**src/rtl/etxnps_pkg.sv**
```systemverilog
// Shared types, constants and helper functions of the neighbor table parent select block.
package etxnps_pkg;

    localparam int TABLE_DEPTH   = 16;
    localparam int ID_W          = 16;
    localparam int ETX_FRAC_BITS = 8;
    localparam int ETX_W         = 12 + ETX_FRAC_BITS;
    localparam int LFSR_W        = 16;
    localparam int CFG_IDX_W     = 3;
    localparam int CFG_DATA_W    = 20;
    localparam int LIMIT_W       = 5;

    localparam logic [ETX_W-1:0]  ETX_MAX    = {ETX_W{1'b1}};
    localparam logic [ETX_W-1:0]  BEST_START = ETX_W'(999) << ETX_FRAC_BITS;
    localparam logic [LFSR_W-1:0] LFSR_TAPS  = 16'hB400;

    localparam logic [LIMIT_W-1:0] LIMIT_RST     = 5'd10;
    localparam logic [ETX_W-1:0]   EVICT_THR_RST = 20'd1280;
    localparam logic [ETX_W-1:0]   MARGIN_RST    = 20'd384;
    localparam logic [ETX_W-1:0]   UNREACH_RST   = 20'd2560;
    localparam logic [LFSR_W-1:0]  SEED_RST      = 16'd44257;

    localparam logic [1:0] REQ_LINK  = 2'd0;
    localparam logic [1:0] REQ_ROUTE = 2'd1;
    localparam logic [1:0] REQ_CLEAR = 2'd2;

    localparam logic [CFG_IDX_W-1:0] CFG_OWN_ID    = 3'd0;
    localparam logic [CFG_IDX_W-1:0] CFG_ROOT_ID   = 3'd1;
    localparam logic [CFG_IDX_W-1:0] CFG_LIMIT     = 3'd2;
    localparam logic [CFG_IDX_W-1:0] CFG_EVICT_THR = 3'd3;
    localparam logic [CFG_IDX_W-1:0] CFG_MARGIN    = 3'd4;
    localparam logic [CFG_IDX_W-1:0] CFG_UNREACH   = 3'd5;
    localparam logic [CFG_IDX_W-1:0] CFG_SEED      = 3'd6;

    typedef struct packed {
        logic [ID_W-1:0]  parent;
        logic             path_ok;
        logic [ETX_W-1:0] path;
        logic             link_ok;
        logic [ETX_W-1:0] link;
        logic [ID_W-1:0]  node;
    } t_entry;

    localparam int ENTRY_W = $bits(t_entry);

    typedef enum logic [3:0] {
        ST_IDLE,
        ST_SCAN,
        ST_DECIDE,
        ST_EVICT,
        ST_INSERT,
        ST_DIV,
        ST_RANK,
        ST_SELECT,
        ST_SWITCH,
        ST_DONE
    } t_state;

    typedef struct packed {
        logic              start;
        logic [LFSR_W-1:0] dividend;
    } t_div_req;

    function automatic logic [ETX_W-1:0] sat_add(input logic [ETX_W-1:0] a,
                                                 input logic [ETX_W-1:0] b);
        logic [ETX_W:0] s;
        s = {1'b0, a} + {1'b0, b};
        return s[ETX_W] ? ETX_MAX : s[ETX_W-1:0];
    endfunction

    function automatic logic [LFSR_W-1:0] lfsr_step(input logic [LFSR_W-1:0] v);
        return v[0] ? ((v >> 1) ^ LFSR_TAPS) : (v >> 1);
    endfunction

endpackage

```
**src/rtl/etxnps_mem.sv**
```systemverilog
// Neighbor table storage: one write port, one read port, registered read data.
module etxnps_mem #(
    parameter int DEPTH = etxnps_pkg::TABLE_DEPTH,
    parameter int AW    = $clog2(DEPTH)
) (
    input  logic                         i_clk,
    input  logic                         i_we,
    input  logic [AW-1:0]                i_waddr,
    input  etxnps_pkg::t_entry           i_wdata,
    input  logic                         i_re,
    input  logic [AW-1:0]                i_raddr,
    output etxnps_pkg::t_entry           o_rdata
);

    etxnps_pkg::t_entry r_mem [DEPTH];
    etxnps_pkg::t_entry r_rdata;

    always_ff @(posedge i_clk) begin
        if (i_we) begin
            r_mem[i_waddr] <= i_wdata;
        end
        if (i_re) begin
            r_rdata <= r_mem[i_raddr];
        end
    end

    assign o_rdata = r_rdata;

endmodule

```
**src/rtl/etxnps_div.sv**
```systemverilog
// Bit-serial remainder unit: dividend modulo a small divisor, one bit per cycle.
module etxnps_div #(
    parameter int CW = 5
) (
    input  logic                i_clk,
    input  logic                i_rst_n,
    input  etxnps_pkg::t_div_req i_req,
    input  logic [CW-1:0]       i_divisor,
    output logic                o_done,
    output logic [CW-1:0]       o_rem
);

    localparam int DW = etxnps_pkg::LFSR_W;
    localparam int SW = $clog2(DW);

    logic            r_busy;
    logic            r_done;
    logic [SW-1:0]   r_step;
    logic [DW-1:0]   r_q;
    logic [CW-1:0]   r_rem;
    logic [CW:0]     trial;
    logic [CW:0]     n_rem;

    always_comb begin
        trial = {r_rem, r_q[DW-1]};
        if (trial >= {1'b0, i_divisor}) begin
            n_rem = trial - {1'b0, i_divisor};
        end else begin
            n_rem = trial;
        end
    end

    always_ff @(posedge i_clk) begin
        if (!i_rst_n) begin
            r_busy <= 1'b0;
            r_done <= 1'b0;
            r_step <= '0;
        end else begin
            r_done <= 1'b0;
            if (i_req.start) begin
                r_busy <= 1'b1;
                r_step <= '0;
            end else if (r_busy) begin
                r_step <= r_step + 1'b1;
                if (r_step == SW'(DW - 1)) begin
                    r_busy <= 1'b0;
                    r_done <= 1'b1;
                end
            end
        end
    end

    always_ff @(posedge i_clk) begin
        if (i_req.start) begin
            r_q   <= i_req.dividend;
            r_rem <= '0;
        end else if (r_busy) begin
            r_q   <= r_q << 1;
            r_rem <= n_rem[CW-1:0];
        end
    end

    assign o_done = r_done;
    assign o_rem  = r_rem;

endmodule

```
**src/rtl/etx_neighbor_table_parent_select_core.sv**
```systemverilog
// Top level: neighbor table with eviction, parent selection and path ETX update.
//
// Requests enter on the s_axis channel: tuser carries the request type (link ETX
// update, route report, clear), tdata the node id, ETX value, its valid flag and
// the reported parent. Each request yields exactly one result word on m_axis.
// Registers are written on the cfg channel, which is always ready; write only
// while no request is in flight.
// Timing: one request at a time. A table scan reads one entry per cycle from the
// table memory. An update or insert costs two scans plus the decide, switch and
// result steps, and an insert adds an insert step; clear, root and unused types
// go straight to the result step. A forced eviction toward the sink adds the LFSR
// remainder and one scan per rank step, up to entry_count scans.
// The result sits in an output register; the next request is taken while it
// waits, but the following result waits until m_axis is free.
// Reset empties the table, drops parent and path, loads the register defaults
// and seeds the LFSR. No clearing pass is needed: slot valid bits are flops.
module etx_neighbor_table_parent_select_core #(
    parameter int TABLE_DEPTH = etxnps_pkg::TABLE_DEPTH
) (
    input  logic        i_clk,
    input  logic        i_rst_n,
    input  logic        i_s_axis_tvalid,
    output logic        o_s_axis_tready,
    // node_id[15:0], etx_value[35:16], etx_valid[36], neighbour_parent[52:37]
    input  logic [55:0] i_s_axis_tdata,
    // req_type[1:0]
    input  logic [1:0]  i_s_axis_tuser,
    output logic        o_m_axis_tvalid,
    input  logic        i_m_axis_tready,
    // parent_id[15:0], parent_valid[16], path_etx[36:17], path_valid[37],
    // parent_changed[38], path_changed[39], pull_request[40], entry_stored[41],
    // evicted_valid[42], evicted_id[58:43]
    output logic [63:0] o_m_axis_tdata,
    input  logic        i_cfg_valid,
    output logic        o_cfg_ready,
    input  logic [etxnps_pkg::CFG_IDX_W-1:0]  i_cfg_index,
    input  logic [etxnps_pkg::CFG_DATA_W-1:0] i_cfg_data
);

    localparam int AW    = $clog2(TABLE_DEPTH);
    localparam int CW    = $clog2(TABLE_DEPTH + 1);
    localparam int ID_W  = etxnps_pkg::ID_W;
    localparam int ETX_W = etxnps_pkg::ETX_W;
    localparam logic [AW:0] CNT_END = (AW + 1)'(TABLE_DEPTH);

    etxnps_pkg::t_state r_state, n_state;

    logic [ID_W-1:0]  r_own, r_root;
    logic [etxnps_pkg::LIMIT_W-1:0] r_limit;
    logic [ETX_W-1:0] r_thr, r_margin, r_unr;
    logic [etxnps_pkg::LFSR_W-1:0] r_lfsr;

    logic [1:0]       r_req;
    logic [ID_W-1:0]  r_id, r_np;
    logic [ETX_W-1:0] r_ev;
    logic             r_evv;

    logic [TABLE_DEPTH-1:0] r_used;
    logic [CW-1:0]    r_count;
    logic             r_cur_ok;
    logic [ID_W-1:0]  r_cur_id;
    logic             r_cpath_ok, r_start_ok;
    logic [ETX_W-1:0] r_cpath, r_start;

    logic             r_pchg, r_pull, r_stored, r_evk;
    logic [ID_W-1:0]  r_evid;

    logic [AW:0]      r_cnt;
    logic             r_rd_vld;
    logic [AW-1:0]    r_rd_idx;

    logic             r_fnd;
    logic [AW-1:0]    r_fnd_idx;
    etxnps_pkg::t_entry r_fnd_e;
    logic             r_r1_ok, r_r2_ok;
    logic [AW-1:0]    r_r1_idx, r_r2_idx;
    logic [ETX_W-1:0] r_r1_link;
    logic [ID_W-1:0]  r_r1_node, r_r2_node;

    logic [AW-1:0]    r_v_idx;
    logic [ID_W-1:0]  r_v_node;

    logic [CW-1:0]    r_k, r_rank;
    logic             r_prev_ok, r_mn_ok;
    logic [ID_W-1:0]  r_prev, r_mn_node;
    logic [AW-1:0]    r_mn_idx;

    logic             r_b_ok, r_p_ok;
    logic [ID_W-1:0]  r_b_node;
    logic [ETX_W-1:0] r_b_path, r_b_link, r_b_sum;
    etxnps_pkg::t_entry r_p_e;

    logic             r_m_valid;
    logic [63:0]      r_m_data;

    etxnps_pkg::t_entry rd_e, wr_e;
    logic             we, rd_en, scan_state, scan_start, scan_done, in_acc, u;
    logic [AW-1:0]    wr_idx;
    logic             is_root, unreach, has_room, free_ok;
    logic [AW-1:0]    free_idx;
    logic [CW-1:0]    lim_eff;
    logic [ETX_W-1:0] rd_sum, adopt_sum, keep_sum;
    logic             adopt;
    etxnps_pkg::t_entry upd_e, new_e;
    etxnps_pkg::t_div_req div_req;
    logic             div_done;
    logic [CW-1:0]    div_rem;
    logic [ETX_W-1:0] in_ev;
    logic [ID_W-1:0]  in_id, in_np;
    logic             in_evv;
    logic [63:0]      out_word;

    assign in_id  = i_s_axis_tdata[15:0];
    assign in_ev  = i_s_axis_tdata[35:16];
    assign in_evv = i_s_axis_tdata[36];
    assign in_np  = i_s_axis_tdata[52:37];

    assign o_s_axis_tready = (r_state == etxnps_pkg::ST_IDLE);
    assign in_acc          = i_s_axis_tvalid && o_s_axis_tready;
    assign o_cfg_ready     = 1'b1;
    assign is_root         = (r_own == r_root);

    always_comb begin
        if (r_limit == '0) begin
            lim_eff = CW'(1);
        end else if (32'(r_limit) > TABLE_DEPTH) begin
            lim_eff = CW'(TABLE_DEPTH);
        end else begin
            lim_eff = CW'(r_limit);
        end
    end
    assign has_room = (r_count < lim_eff);
    assign unreach  = (r_req == etxnps_pkg::REQ_LINK) && r_fnd && r_evv && (r_ev > r_unr);

    always_comb begin
        free_ok  = 1'b0;
        free_idx = '0;
        for (int i = TABLE_DEPTH - 1; i >= 0; i--) begin
            if (!r_used[i]) begin
                free_ok  = 1'b1;
                free_idx = AW'(i);
            end
        end
    end

    always_comb begin
        upd_e = r_fnd_e;
        new_e = '0;
        new_e.node = r_id;
        if (r_req == etxnps_pkg::REQ_LINK) begin
            upd_e.link_ok = r_evv;
            upd_e.link    = r_evv ? r_ev : '0;
            new_e.link_ok = r_evv;
            new_e.link    = r_evv ? r_ev : '0;
        end else begin
            upd_e.path_ok = r_evv;
            upd_e.path    = r_evv ? r_ev : '0;
            upd_e.parent  = r_np;
            new_e.path_ok = r_evv;
            new_e.path    = r_evv ? r_ev : '0;
            new_e.parent  = r_np;
        end
    end

    assign scan_state = (r_state == etxnps_pkg::ST_SCAN) || (r_state == etxnps_pkg::ST_RANK) ||
                        (r_state == etxnps_pkg::ST_SELECT);
    assign rd_en      = scan_state && (r_cnt != CNT_END);
    assign scan_done  = scan_state && (r_cnt == CNT_END) && !r_rd_vld;
    assign u          = r_used[r_rd_idx];
    assign rd_sum     = etxnps_pkg::sat_add(rd_e.path, rd_e.link);

    assign adopt      = r_b_ok && (!r_cur_ok || (r_p_ok && r_p_e.path_ok &&
                        (etxnps_pkg::sat_add(r_b_path, r_margin) < r_p_e.path)));
    assign adopt_sum  = etxnps_pkg::sat_add(r_b_path, r_b_link);
    assign keep_sum   = etxnps_pkg::sat_add(r_p_e.path, r_p_e.link);

    always_ff @(posedge i_clk) begin
        if (!i_rst_n) begin
            r_state <= etxnps_pkg::ST_IDLE;
        end else begin
            r_state <= n_state;
        end
    end

    always_comb begin
        n_state          = r_state;
        scan_start       = 1'b0;
        we               = 1'b0;
        wr_idx           = r_fnd_idx;
        wr_e             = upd_e;
        div_req.start    = 1'b0;
        div_req.dividend = etxnps_pkg::lfsr_step(r_lfsr);
        case (r_state)
            etxnps_pkg::ST_IDLE: begin
                if (in_acc) begin
                    if (i_s_axis_tuser == etxnps_pkg::REQ_LINK ||
                        i_s_axis_tuser == etxnps_pkg::REQ_ROUTE) begin
                        if (is_root) begin
                            n_state = etxnps_pkg::ST_DONE;
                        end else begin
                            n_state    = etxnps_pkg::ST_SCAN;
                            scan_start = 1'b1;
                        end
                    end else begin
                        n_state = etxnps_pkg::ST_DONE;
                    end
                end
            end
            etxnps_pkg::ST_SCAN: begin
                if (scan_done) begin
                    n_state = etxnps_pkg::ST_DECIDE;
                end
            end
            etxnps_pkg::ST_DECIDE: begin
                if (unreach) begin
                    n_state    = etxnps_pkg::ST_SELECT;
                    scan_start = 1'b1;
                end else if (r_fnd) begin
                    we         = 1'b1;
                    n_state    = etxnps_pkg::ST_SELECT;
                    scan_start = 1'b1;
                end else if (has_room) begin
                    n_state = etxnps_pkg::ST_INSERT;
                end else if (r_r1_ok || r_r2_ok) begin
                    n_state = etxnps_pkg::ST_EVICT;
                end else if (r_id == r_root && r_count != '0) begin
                    div_req.start = 1'b1;
                    n_state       = etxnps_pkg::ST_DIV;
                end else begin
                    n_state    = etxnps_pkg::ST_SELECT;
                    scan_start = 1'b1;
                end
            end
            etxnps_pkg::ST_EVICT: begin
                n_state = etxnps_pkg::ST_INSERT;
            end
            etxnps_pkg::ST_INSERT: begin
                we         = free_ok;
                wr_idx     = free_idx;
                wr_e       = new_e;
                n_state    = etxnps_pkg::ST_SELECT;
                scan_start = 1'b1;
            end
            etxnps_pkg::ST_DIV: begin
                if (div_done) begin
                    n_state    = etxnps_pkg::ST_RANK;
                    scan_start = 1'b1;
                end
            end
            etxnps_pkg::ST_RANK: begin
                if (scan_done) begin
                    if (r_rank == r_k) begin
                        n_state = etxnps_pkg::ST_EVICT;
                    end else begin
                        scan_start = 1'b1;
                    end
                end
            end
            etxnps_pkg::ST_SELECT: begin
                if (scan_done) begin
                    n_state = etxnps_pkg::ST_SWITCH;
                end
            end
            etxnps_pkg::ST_SWITCH: begin
                n_state = etxnps_pkg::ST_DONE;
            end
            etxnps_pkg::ST_DONE: begin
                if (!r_m_valid || i_m_axis_tready) begin
                    n_state = etxnps_pkg::ST_IDLE;
                end
            end
            default: begin
                n_state = etxnps_pkg::ST_IDLE;
            end
        endcase
    end

    etxnps_mem #(
        .DEPTH (TABLE_DEPTH),
        .AW    (AW)
    ) u_mem (
        .i_clk   (i_clk),
        .i_we    (we),
        .i_waddr (wr_idx),
        .i_wdata (wr_e),
        .i_re    (rd_en),
        .i_raddr (r_cnt[AW-1:0]),
        .o_rdata (rd_e)
    );

    etxnps_div #(
        .CW (CW)
    ) u_div (
        .i_clk     (i_clk),
        .i_rst_n   (i_rst_n),
        .i_req     (div_req),
        .i_divisor (r_count),
        .o_done    (div_done),
        .o_rem     (div_rem)
    );

    // scan engine
    always_ff @(posedge i_clk) begin
        if (!i_rst_n) begin
            r_cnt    <= '0;
            r_rd_vld <= 1'b0;
        end else begin
            r_rd_vld <= rd_en;
            if (scan_start) begin
                r_cnt <= '0;
            end else if (rd_en) begin
                r_cnt <= r_cnt + 1'b1;
            end
        end
    end

    always_ff @(posedge i_clk) begin
        r_rd_idx <= r_cnt[AW-1:0];
    end

    // configuration, table state, parent state, flags
    always_ff @(posedge i_clk) begin
        if (!i_rst_n) begin
            r_own      <= '0;
            r_root     <= '0;
            r_limit    <= etxnps_pkg::LIMIT_RST;
            r_thr      <= etxnps_pkg::EVICT_THR_RST;
            r_margin   <= etxnps_pkg::MARGIN_RST;
            r_unr      <= etxnps_pkg::UNREACH_RST;
            r_lfsr     <= etxnps_pkg::SEED_RST;
            r_used     <= '0;
            r_count    <= '0;
            r_cur_ok   <= 1'b0;
            r_cur_id   <= '0;
            r_cpath_ok <= 1'b0;
            r_cpath    <= '0;
            r_m_valid  <= 1'b0;
        end else begin
            if (i_cfg_valid) begin
                case (i_cfg_index)
                    etxnps_pkg::CFG_OWN_ID:    r_own    <= i_cfg_data[ID_W-1:0];
                    etxnps_pkg::CFG_ROOT_ID:   r_root   <= i_cfg_data[ID_W-1:0];
                    etxnps_pkg::CFG_LIMIT:     r_limit  <= i_cfg_data[etxnps_pkg::LIMIT_W-1:0];
                    etxnps_pkg::CFG_EVICT_THR: r_thr    <= i_cfg_data[ETX_W-1:0];
                    etxnps_pkg::CFG_MARGIN:    r_margin <= i_cfg_data[ETX_W-1:0];
                    etxnps_pkg::CFG_UNREACH:   r_unr    <= i_cfg_data[ETX_W-1:0];
                    etxnps_pkg::CFG_SEED: begin
                        r_lfsr <= (i_cfg_data[etxnps_pkg::LFSR_W-1:0] == '0) ?
                                  etxnps_pkg::LFSR_W'(1) : i_cfg_data[etxnps_pkg::LFSR_W-1:0];
                    end
                    default: ;
                endcase
            end

            if (i_m_axis_tready) begin
                r_m_valid <= 1'b0;
            end

            case (r_state)
                etxnps_pkg::ST_IDLE: begin
                    if (in_acc && i_s_axis_tuser == etxnps_pkg::REQ_CLEAR) begin
                        r_used     <= '0;
                        r_count    <= '0;
                        r_cur_ok   <= 1'b0;
                        r_cur_id   <= '0;
                        r_cpath_ok <= 1'b0;
                        r_cpath    <= '0;
                    end
                end
                etxnps_pkg::ST_DECIDE: begin
                    if (unreach) begin
                        r_used[r_fnd_idx] <= 1'b0;
                        r_count           <= r_count - 1'b1;
                        if (r_cur_ok && r_cur_id == r_id) begin
                            r_cur_ok   <= 1'b0;
                            r_cur_id   <= '0;
                            r_cpath_ok <= 1'b0;
                            r_cpath    <= '0;
                        end
                    end else if (!r_fnd && !has_room && !r_r1_ok && !r_r2_ok &&
                                 r_id == r_root && r_count != '0) begin
                        r_lfsr <= div_req.dividend;
                    end
                end
                etxnps_pkg::ST_EVICT: begin
                    r_used[r_v_idx] <= 1'b0;
                    r_count         <= r_count - 1'b1;
                    if (r_cur_ok && r_cur_id == r_v_node) begin
                        r_cur_ok   <= 1'b0;
                        r_cur_id   <= '0;
                        r_cpath_ok <= 1'b0;
                        r_cpath    <= '0;
                    end
                end
                etxnps_pkg::ST_INSERT: begin
                    if (free_ok) begin
                        r_used[free_idx] <= 1'b1;
                        r_count          <= r_count + 1'b1;
                    end
                end
                etxnps_pkg::ST_SWITCH: begin
                    if (adopt) begin
                        r_cur_ok   <= 1'b1;
                        r_cur_id   <= r_b_node;
                        r_cpath_ok <= 1'b1;
                        r_cpath    <= adopt_sum;
                    end else if (r_cur_ok) begin
                        if (r_p_ok && r_p_e.path_ok && r_p_e.link_ok) begin
                            r_cpath_ok <= 1'b1;
                            r_cpath    <= keep_sum;
                        end else begin
                            r_cpath_ok <= 1'b0;
                            r_cpath    <= '0;
                        end
                    end
                end
                etxnps_pkg::ST_DONE: begin
                    if (!r_m_valid || i_m_axis_tready) begin
                        r_m_valid <= 1'b1;
                    end
                end
                default: ;
            endcase
        end
    end

    // request capture, result flags and scan trackers
    always_ff @(posedge i_clk) begin
        if (in_acc) begin
            r_req      <= i_s_axis_tuser;
            r_id       <= in_id;
            r_ev       <= in_ev;
            r_evv      <= in_evv;
            r_np       <= in_np;
            r_start_ok <= r_cpath_ok;
            r_start    <= r_cpath;
            r_pchg     <= 1'b0;
            r_pull     <= 1'b0;
            r_stored   <= 1'b0;
            r_evk      <= 1'b0;
            r_evid     <= '0;
            r_fnd      <= 1'b0;
            r_r1_ok    <= 1'b0;
            r_r2_ok    <= 1'b0;
        end

        case (r_state)
            etxnps_pkg::ST_SCAN: begin
                if (r_rd_vld && u) begin
                    if (rd_e.node == r_id) begin
                        r_fnd     <= 1'b1;
                        r_fnd_idx <= r_rd_idx;
                        r_fnd_e   <= rd_e;
                    end
                    if (rd_e.node != r_root && rd_e.link_ok && rd_e.link >= r_thr &&
                        (!r_r1_ok || rd_e.link > r_r1_link ||
                         (rd_e.link == r_r1_link && rd_e.node < r_r1_node))) begin
                        r_r1_ok   <= 1'b1;
                        r_r1_idx  <= r_rd_idx;
                        r_r1_link <= rd_e.link;
                        r_r1_node <= rd_e.node;
                    end
                    if (rd_e.node != r_root && rd_e.path_ok &&
                        !(r_req == etxnps_pkg::REQ_ROUTE && r_evv && rd_e.path <= r_ev) &&
                        (!r_r2_ok || rd_e.node > r_r2_node)) begin
                        r_r2_ok   <= 1'b1;
                        r_r2_idx  <= r_rd_idx;
                        r_r2_node <= rd_e.node;
                    end
                end
            end
            etxnps_pkg::ST_DECIDE: begin
                if (unreach) begin
                    r_pull <= r_cur_ok && r_cur_id == r_id;
                    r_evk  <= 1'b1;
                    r_evid <= r_id;
                end else if (r_fnd) begin
                    r_stored <= 1'b1;
                end
                if (r_r1_ok) begin
                    r_v_idx  <= r_r1_idx;
                    r_v_node <= r_r1_node;
                end else begin
                    r_v_idx  <= r_r2_idx;
                    r_v_node <= r_r2_node;
                end
            end
            etxnps_pkg::ST_EVICT: begin
                r_evk  <= 1'b1;
                r_evid <= r_v_node;
            end
            etxnps_pkg::ST_INSERT: begin
                r_stored <= free_ok;
            end
            etxnps_pkg::ST_DIV: begin
                r_k       <= div_rem;
                r_rank    <= '0;
                r_prev_ok <= 1'b0;
                r_mn_ok   <= 1'b0;
            end
            etxnps_pkg::ST_RANK: begin
                if (scan_done) begin
                    r_v_idx   <= r_mn_idx;
                    r_v_node  <= r_mn_node;
                    r_prev_ok <= 1'b1;
                    r_prev    <= r_mn_node;
                    r_rank    <= r_rank + 1'b1;
                    r_mn_ok   <= 1'b0;
                end else if (r_rd_vld && u && (!r_prev_ok || rd_e.node > r_prev) &&
                             (!r_mn_ok || rd_e.node < r_mn_node)) begin
                    r_mn_ok   <= 1'b1;
                    r_mn_idx  <= r_rd_idx;
                    r_mn_node <= rd_e.node;
                end
            end
            etxnps_pkg::ST_SELECT: begin
                if (r_rd_vld && u) begin
                    if (rd_e.path_ok && rd_e.link_ok && !(r_cur_ok && rd_e.node == r_cur_id) &&
                        rd_e.parent != r_own &&
                        (rd_sum < r_b_sum || (r_b_ok && rd_sum == r_b_sum &&
                                              rd_e.node < r_b_node))) begin
                        r_b_ok   <= 1'b1;
                        r_b_node <= rd_e.node;
                        r_b_path <= rd_e.path;
                        r_b_link <= rd_e.link;
                        r_b_sum  <= rd_sum;
                    end
                    if (r_cur_ok && rd_e.node == r_cur_id) begin
                        r_p_ok <= 1'b1;
                        r_p_e  <= rd_e;
                    end
                end
            end
            etxnps_pkg::ST_SWITCH: begin
                r_pchg <= adopt;
            end
            default: ;
        endcase

        if (scan_start && n_state == etxnps_pkg::ST_SELECT) begin
            r_b_ok  <= 1'b0;
            r_b_sum <= etxnps_pkg::BEST_START;
            r_p_ok  <= 1'b0;
        end
    end

    always_comb begin
        out_word        = '0;
        out_word[15:0]  = r_cur_id;
        out_word[16]    = r_cur_ok;
        out_word[36:17] = is_root ? '0 : r_cpath;
        out_word[37]    = is_root ? 1'b1 : r_cpath_ok;
        out_word[38]    = r_pchg;
        out_word[39]    = is_root ? 1'b0 :
                          ((r_start_ok != r_cpath_ok) || (r_start != r_cpath));
        out_word[40]    = r_pull;
        out_word[41]    = r_stored;
        out_word[42]    = r_evk;
        out_word[58:43] = r_evid;
    end

    always_ff @(posedge i_clk) begin
        if (r_state == etxnps_pkg::ST_DONE && (!r_m_valid || i_m_axis_tready)) begin
            r_m_data <= out_word;
        end
    end

    assign o_m_axis_tvalid = r_m_valid;
    assign o_m_axis_tdata  = r_m_data;

endmodule
```
**config.mk**
```make
export PLATFORM = sky130hd
export DESIGN_NAME = etx_neighbor_table_parent_select_core
export DESIGN_NICKNAME = d
export VERILOG_FILES = /design/src/rtl/etxnps_pkg.sv /design/src/rtl/etxnps_mem.sv /design/src/rtl/etxnps_div.sv /design/src/rtl/etx_neighbor_table_parent_select_core.sv
export SDC_FILE = /design/constraint.sdc
export NUM_CORES = 2
export LEC_CHECK = 0
export ABC_CLOCK_PERIOD_IN_PS = 8950
export BUFFER_PORTS_ARGS = -buffer_cell sky130_fd_sc_hd__buf_2
export CAP_MARGIN = 20
export CORE_UTILIZATION = 45
export DETAILED_ROUTE_END_ITERATION = 6
export GPL_ROUTABILITY_DRIVEN = 0
export PLACE_DENSITY_LB_ADDON = 0.3
export SYNTH_ARGS = -nofsm -noshare
export SYNTH_HDL_FRONTEND = slang
export SYNTH_SLANG_ARGS = --single-unit
```
**constraint.sdc**
```tcl
create_clock -name i_clk -period 8.95 [get_ports i_clk]
set_input_delay 1.3425 -clock i_clk [delete_from_list [all_inputs] [get_ports i_clk]]
set_output_delay 1.3425 -clock i_clk [all_outputs]
set_load 0.1 [all_outputs]
```
* Yosys cells after proc, flatten, opt, wreduce, memory -nomap -nowiden
Memories as Yosys holds them, arrays and structs flattened. A register that Yosys moved wholly into a read port is not among the register bits. Index checks and enable logic that the tools add are counted.
Storage, ports and cells: register bits after elaboration 698, RAM bits 1184, bits of input ports 86, output and inout port bits 67, logic and storage cells 438, memories 1
Memories:
- u_mem.r_mem | words 16, width 74, rd ports 1, clocked after Yosys merged registers in 1, write ports 1, RTL line etxnps_mem.sv:15 | etxnps_pkg::t_entry r_mem [DEPTH];
Operators by class: add/sub/neg operators 10, magnitude comparators 21, eq/ne operators 44, mux-type cells 179, bitwise logic cells 9, reductions and logical operators 103
Operator list (count):
- two-way mux 16 bit | 20
- two-way mux 20 bit | 12
- case mux 16 bit (4 select lines) | 2
- two-way mux 4 bit | 28
- == test 16 bit | 6
- adder 20 x 20 -> 21 bit | 4
- two-way mux 1 bit | 81
- case mux 20 bit (4 select lines) | 1
- two-way mux 37 bit | 2
- two-way mux 74 bit | 1
- case mux 16 bit (2 select lines) | 2
- less-than comparator 16 bit | 3
- logical AND 1 bit | 44
- two-way mux 21 bit | 2
- == test 20 bit | 2
- > comparator 20 bit | 2
- less-than comparator 20 bit | 2
- case mux 4 bit (10 select lines) | 1
- two-way mux 5 bit | 7
- AND 16 bit | 2
- > comparator 16 bit | 2
- != test 16 bit | 2
- NOT 16 bit | 2
- == test 4 x 3 -> 1 bit, second input constant | 5
- other kinds (57) | 131

* Depth between registers and ports, before layout
depth in word-level cells 23, gate-level depth with buffers 24, gate-level depth less buffers 21

* Modules after synthesis
From an unflattened synthesis, not the netlist that was laid out.
Second synthesis, totals: cells, all modules 5393, area, all modules 82984.6 µm²
By module, submodules not included:
- etxnps_mem | instances 1, cells an instance 1901, area each 46494.6 µm²
- etx_neighbor_table_parent_select_core | instances 1, cells an instance 3389, area each 35171.2 µm²
- etxnps_div | instances 1, cells an instance 103, area each 1318.8 µm²

* Least setup slack after synthesis
OpenSTA, ideal clock, no wires.
path kind register to register, start point reg r_state[0], end point reg r_evid[0], setup time 0.123 ns, arrival 6.865 ns, required time 8.827 ns, setup slack 1.962 ns, stages on the path, launching flop included 9, buffers on the path 2, period minus slack after synthesis 6.988 ns, cell sequence dfxtp_1 clkbuf_1 nor4_1 nand2_1 inv_1 a21oi_1 buf_2 a222oi_1 inv_1
Between the ends: word-level cells in the longest chain between the ends 5, elaborated cells between the ends (all ways) 7, classes of those cells eq/ne (2); mux (3); reduce/logical (2)
Ends and longest elaborated chain:
- start, declared | RTL line etx_neighbor_table_parent_select_core.sv:46 | etxnps_pkg::t_state r_state, n_state;
- start signal, assigned | RTL line etx_neighbor_table_parent_select_core.sv:179 | r_state <= etxnps_pkg::ST_IDLE;
- start signal, assigned | RTL line etx_neighbor_table_parent_select_core.sv:181 | r_state <= n_state;
- logical NOT 4 bit * | RTL line etx_neighbor_table_parent_select_core.sv:118 | assign o_s_axis_tready = (r_state == etxnps_pkg::ST_IDLE);
- net o_s_axis_tready | RTL line etx_neighbor_table_parent_select_core.sv:23 | output logic o_s_axis_tready,
- logical AND 1 bit * | RTL line etx_neighbor_table_parent_select_core.sv:119 | assign in_acc = i_s_axis_tvalid && o_s_axis_tready;
- net in_acc | RTL line etx_neighbor_table_parent_select_core.sv:97 | logic we, rd_en, scan_state, scan_start, scan_done, in_acc, u;
- two-way mux 16 bit * | RTL line etx_neighbor_table_parent_select_core.sv:429 | if (in_acc) begin
- two-way mux 16 bit | RTL line etx_neighbor_table_parent_select_core.sv:473 | if (unreach) begin
- case mux 16 bit (2 select lines) * | RTL line etx_neighbor_table_parent_select_core.sv:447 | case (r_state)
- end signal, assigned | RTL line etx_neighbor_table_parent_select_core.sv:476 | r_evid <= r_id;
- end signal, assigned | RTL line etx_neighbor_table_parent_select_core.sv:490 | r_evid <= r_v_node;
- end, declared | RTL line etx_neighbor_table_parent_select_core.sv:66 | logic [ID_W-1:0] r_evid;
The timed path passes the listed nets; every way through them passes the cells marked *. A chain may end at the register's enable or synchronous reset.

* Worst setup path after layout
start point reg, netlist name u_mem.o_rdata[39], end point reg r_b_sum[14]
Between the ends: word-level cells in the longest chain between the ends 8, elaborated cells between the ends (all ways) 9, classes of those cells add/sub (1); order compare (1); eq/ne (1); mux (1); reduce/logical (5)
Ends and longest elaborated chain:
- adder 20 x 20 -> 21 bit * | RTL line etxnps_pkg.sv:67 | s = {1'b0, a} + {1'b0, b};
- two-way mux 20 bit * | RTL line etxnps_pkg.sv:68 | return s[ETX_W] ? ETX_MAX : s[ETX_W-1:0];
- net rd_sum[19] | RTL line etx_neighbor_table_parent_select_core.sv:102 | logic [ETX_W-1:0] rd_sum, adopt_sum, keep_sum;
- branches (longest 3 deep; another with less-than comparator 20 bit)
- logical OR 1 bit * | RTL line etx_neighbor_table_parent_select_core.sv:520 | (rd_sum < r_b_sum || (r_b_ok && rd_sum == r_b_sum &&
- logical AND 1 bit * | RTL line etx_neighbor_table_parent_select_core.sv:519 | rd_e.parent != r_own &&
- AND reduction 3 bit (no source line) *
- end signal, assigned | RTL line etx_neighbor_table_parent_select_core.sv:526 | r_b_sum <= rd_sum;
- end signal, assigned | RTL line etx_neighbor_table_parent_select_core.sv:542 | r_b_sum <= etxnps_pkg::BEST_START;
- end, declared | RTL line etx_neighbor_table_parent_select_core.sv:90 | logic [ETX_W-1:0] r_b_path, r_b_link, r_b_sum;
Mark *: on every way through the listed nets, which the timed path passes.

==> parameters.txt <==
Parameter                              Value

Run status
  Status ... finished, final reports clean

Logic synthesis
  Seq/Total Area, Yosys ... 67.8%
  Share of synthesized flip-flops with an asynchronous set or reset ... 0%
  Flip-flop cell with the highest count after synthesis ... edfxtp_1
  Number of warnings printed during yosys synthesis ... 0
  Total standard cell area after synthesis ... approximately 83,000 µm²
  Synthesized area per cell ... between 15 and 20 µm²
  Largest cells by area after synthesis ... edfxtp_1, mux4_2, dfxtp_1, ha_1, nand2_1
  EDFF count, synth ... between 1.5k and 2k
  #FFs+latches synth ... between 1.5k and 2k
  Post-synth top area share ... between 60% and 70%
  Synth unique cells ... 93
  Library cell with the largest summed area after synthesis ... edfxtp_1
  Number of standard cells after synthesis ... around 5.3k

CTS
  Quantity of hold-fixing buffers added after cts ... 0
  CTS-repair resized insts ... 0
  Source-to-sink clock delay at the later pin of the worst-skew pair ... approximately 870 ps
  Level count of the clock H-tree ... 4
  TritonCTS clock tree ... built
  Number of buffers created by CTS ... 197
  Library cell used as clock root buffer ... clkbuf_16
  Clock slew at the register clock pins of the worst setup and hold paths ... approximately 60 ps
  Max clock buf depth ... 3
  Number of clock sinks ... between 1.5k and 2k
  Setup repair bufs after CTS ... 0

Global route
  Overflow left after global routing ... 0
  Gr busiest metal ... met2
  Wire length of the first global-routing pass ... 315,000 µm
  GR met1 Demand/Resource ... between 30% and 40%
  Global routing usage on met3 ... roughly 3.3%
  Largest net degree at the start of global routing ... between 100 and 150
  Number of antenna violations at the first check in global routing ... 14
  Global router's overall resource usage ... 23.1%
  Met2 global-route usage ... between 30% and 40%
  Via count of the first global-routing pass ... between 40k and 50k

Placed design
  HPWL reported at the end of detailed placement ... approximately 130,000 µm
  Number of placed cells counting well taps ... approximately 7.8k
  Input/output buffers ... 143

Floorplan
  Die X-Extent ... 432 µm
  Area of the core ... 183,000 µm²
  Top-Level Pins ... roughly 150
  Std-Cell Rows ... around 160
  Die boundary height ... between 400 and 500 µm
  Area enclosed by the die boundary ... ~190,000 µm²
  Initial standard-cell utilization of the core ... ~45%

Setup path
  Series of cell instances along the critical path ... ha_1, nor2b_1, o2111ai_1, nand4b_1, o31ai_2, a21oi_1, or2_2, a311o_1, mux2i_1, nand2_1, ha_1, nand4_1, or3_1, nor4_1, o2111a_1, o21ai_2, a211oi_4, buf_12, nor2_1, a211o_1
  Worst-path maximum fanout ... between 90 and 100
  Element type at the critical path start ... register
  Cell type of the slowest stage on the worst timing path ... nor4_1
  Slowest Stage Delay on Critical Path ... 900 ps
  Critical path start-end classification ... reg2reg
  Arrival @ worst endpoint ... between 7000 and 8000 ps
  Top cell by count, worst path ... ha_1
  Crit path capture type ... register
  Critical path required time ... slightly below 10,000 ps

Timing
  Clock skew ... between 60 and 70 ps
  Count of pins over their slew limit ... 0
  Count of endpoints failing setup in the final report ... 0
  Final-report hold violation count ... 0
  Setup repair after global routing missed its margin ... false
  Setup TNS ... 0 ps
  Final worst-path cycle share ... 72.9%
  Pin slew with the least headroom to its limit ... 1110 ps
  Hold WS ... roughly 430 ps
  Max_slew headroom ... 25.9%
  Max Clk Rate ... about 0.15 GHz
  Minimum clock period after layout ... 6520 ps

Route
  Via count ... 47.6k
  Post-Route WL ... around 220,000 µm
  Post-detailed-route count of antenna-violating nets ... 0
  Detailed-routing iteration count for the pre-antenna-repair pass ... 6
  Iteration-0 DRC Markers ... between 5k and 6k
  Average vias per placed instance ... about 6
  Wire per inst ... between 20 and 30 µm
  DRC viols ... 0

Layout
  Post-route non-filler standard cell count ... ~8.1k
  Share of cells above drive strength 1 ... between 10% and 20%
  Final Net Count ... ~5.9k
  Synth-to-Final Area Change ... 13.0%

Min path
  Worst hold path class ... reg2reg

Power
  P per Cell Area ... roughly 220 nW/µm²
  Peak supply drop ... ~0.17 mV
  Static power due to leakage ... 31.9 nW

Job
  Total of max-cap violations ... 0
[synthesized netlist by cell type (all sizes together) (33+ instances only)]
library cell and instances:
nand2b 37, nor4 34, o21ai 193, xor2 103
mux2i 44, nor3 48, nor2b 33, nand3 47
inv 268, buf 63, and2 36, edfxtp 1714
clkbuf 161, ha 292, mux4 375, nor2 200
a21oi 237, nand2 484, nand4 56, a22o 41
a21o 69, a211oi 33, xnor2 125, dfxtp 242
[worst max-delay path, delay by kind of cell, from the launching register on]
kind                       cells  cell delay, ps
AOI/OAI and AO/OA              8            2100
DFF                            1             530
buffers and inverters          1             440
adders and majority gates      2             670
and+or+nand+nor                8            2250
muxes                          1             260
[sequential cells by signal (all words and copies together), names as in the netlist, 42 cells and up]
| register | flops |
|---|---|
| o_m_axis_tdata | 59 |
| r_fnd_e | 74 |
| u_mem.r_mem | 1184 |
| u_mem.o_rdata | 74 |
| r_p_e | 42 |
[per-layer routing]
| layer | share of wire, % | vias up | wire, µm |
|---|---|---|---|
| li1 | - | 20800 | - |
| met1 | 43 | 24400 | 91700 |
| met2 | 47 | 2028 | 101000 |
| met3 | 7.4 | 347 | 16000 |
| met4 | 3.1 | 0 | 6790 |
| met5 | 0 | - | 0 |
[power by group]
part | internal (mW) | total (mW) | switching [mW]
clock network | 4.79 | 8.35 | 3.56
logic | 0.778 | 1.91 | 1.14
registers | 10.1 | 10.4 | 0.230
total | 15.7 | 20.6 | 4.92
[layout by cell type (no fill, tap or decap), types with 31 or more instances in the layout]
master,instances
a21o_1,68
a21oi_1,236
a22o_1,41
a31oi_1,31
and2_1,36
buf_2,144
buf_4,119
clkbuf_1,50
clkbuf_16,202
clkinv_1,32
dfxtp_1,238
edfxtp_1,1714
ha_1,292
inv_1,265
mux2i_1,44
mux4_2,375
nand2_1,484
nand2b_1,37
nand3_1,47
nand4_1,56
nor2_1,180
nor2b_1,33
nor3_1,46
nor4_1,34
o21ai_0,183
xnor2_1,125
xor2_1,103
[cell families after synthesis]
group,share of synthesized area (%)
adders and majority gates,4.54
AOI/OAI and AO/OA,6.43
muxes,10.8
DFF,67.8
buffers and inverters,2.32
other,0.00904
and+or+nand+nor,5.72
xor gates and xnor gates,2.40
[worst paths after layout]
| path | depth (start not counted) | from | end | slack (ps) |
|---|---|---|---|---|
| worst max-delay path | 20 | u_mem.o_rdata[39] | r_b_sum[14] | 2430 |
| worst min-delay path | 0 | r_pchg | o_m_axis_tdata[38] | 430 |
| worst min register to register | 0 | r_pchg | o_m_axis_tdata[38] | 430 |
| worst max register to register | 20 | u_mem.o_rdata[39] | r_b_sum[14] | 2430 |
[metrics by stage]
stage	cell area [µm²]	setup WS (ps)	power [mW]	util, %
finish	93900	2430	20.6	51.2
detailed placement	87200	2420	12.5	47.6
global placement	87200	2480	12.4	47.6
floorplan	83100	1960	11.8	-
CTS	93800	2390	20.8	51.2
global route	93800	1970	21.3	51.2
[layout make-up]
| class | instances | area [µm²] |
|---|---|---|
| Multi-Input combinational cell | 2813 | 25100 |
| Antenna cell | 5 | 12.5 |
| Inverter | 269 | 1010 |
| Fill cell | 14800 | 89400 |
| Clock inverter | 100 | 1190 |
| Timing Repair Buffer | 271 | 1760 |
| Sequential cell | 1956 | 56300 |
| Tap cell | 2464 | 3080 |
| Clock buffer | 265 | 5410 |
(Power assumes the default switching activity.)
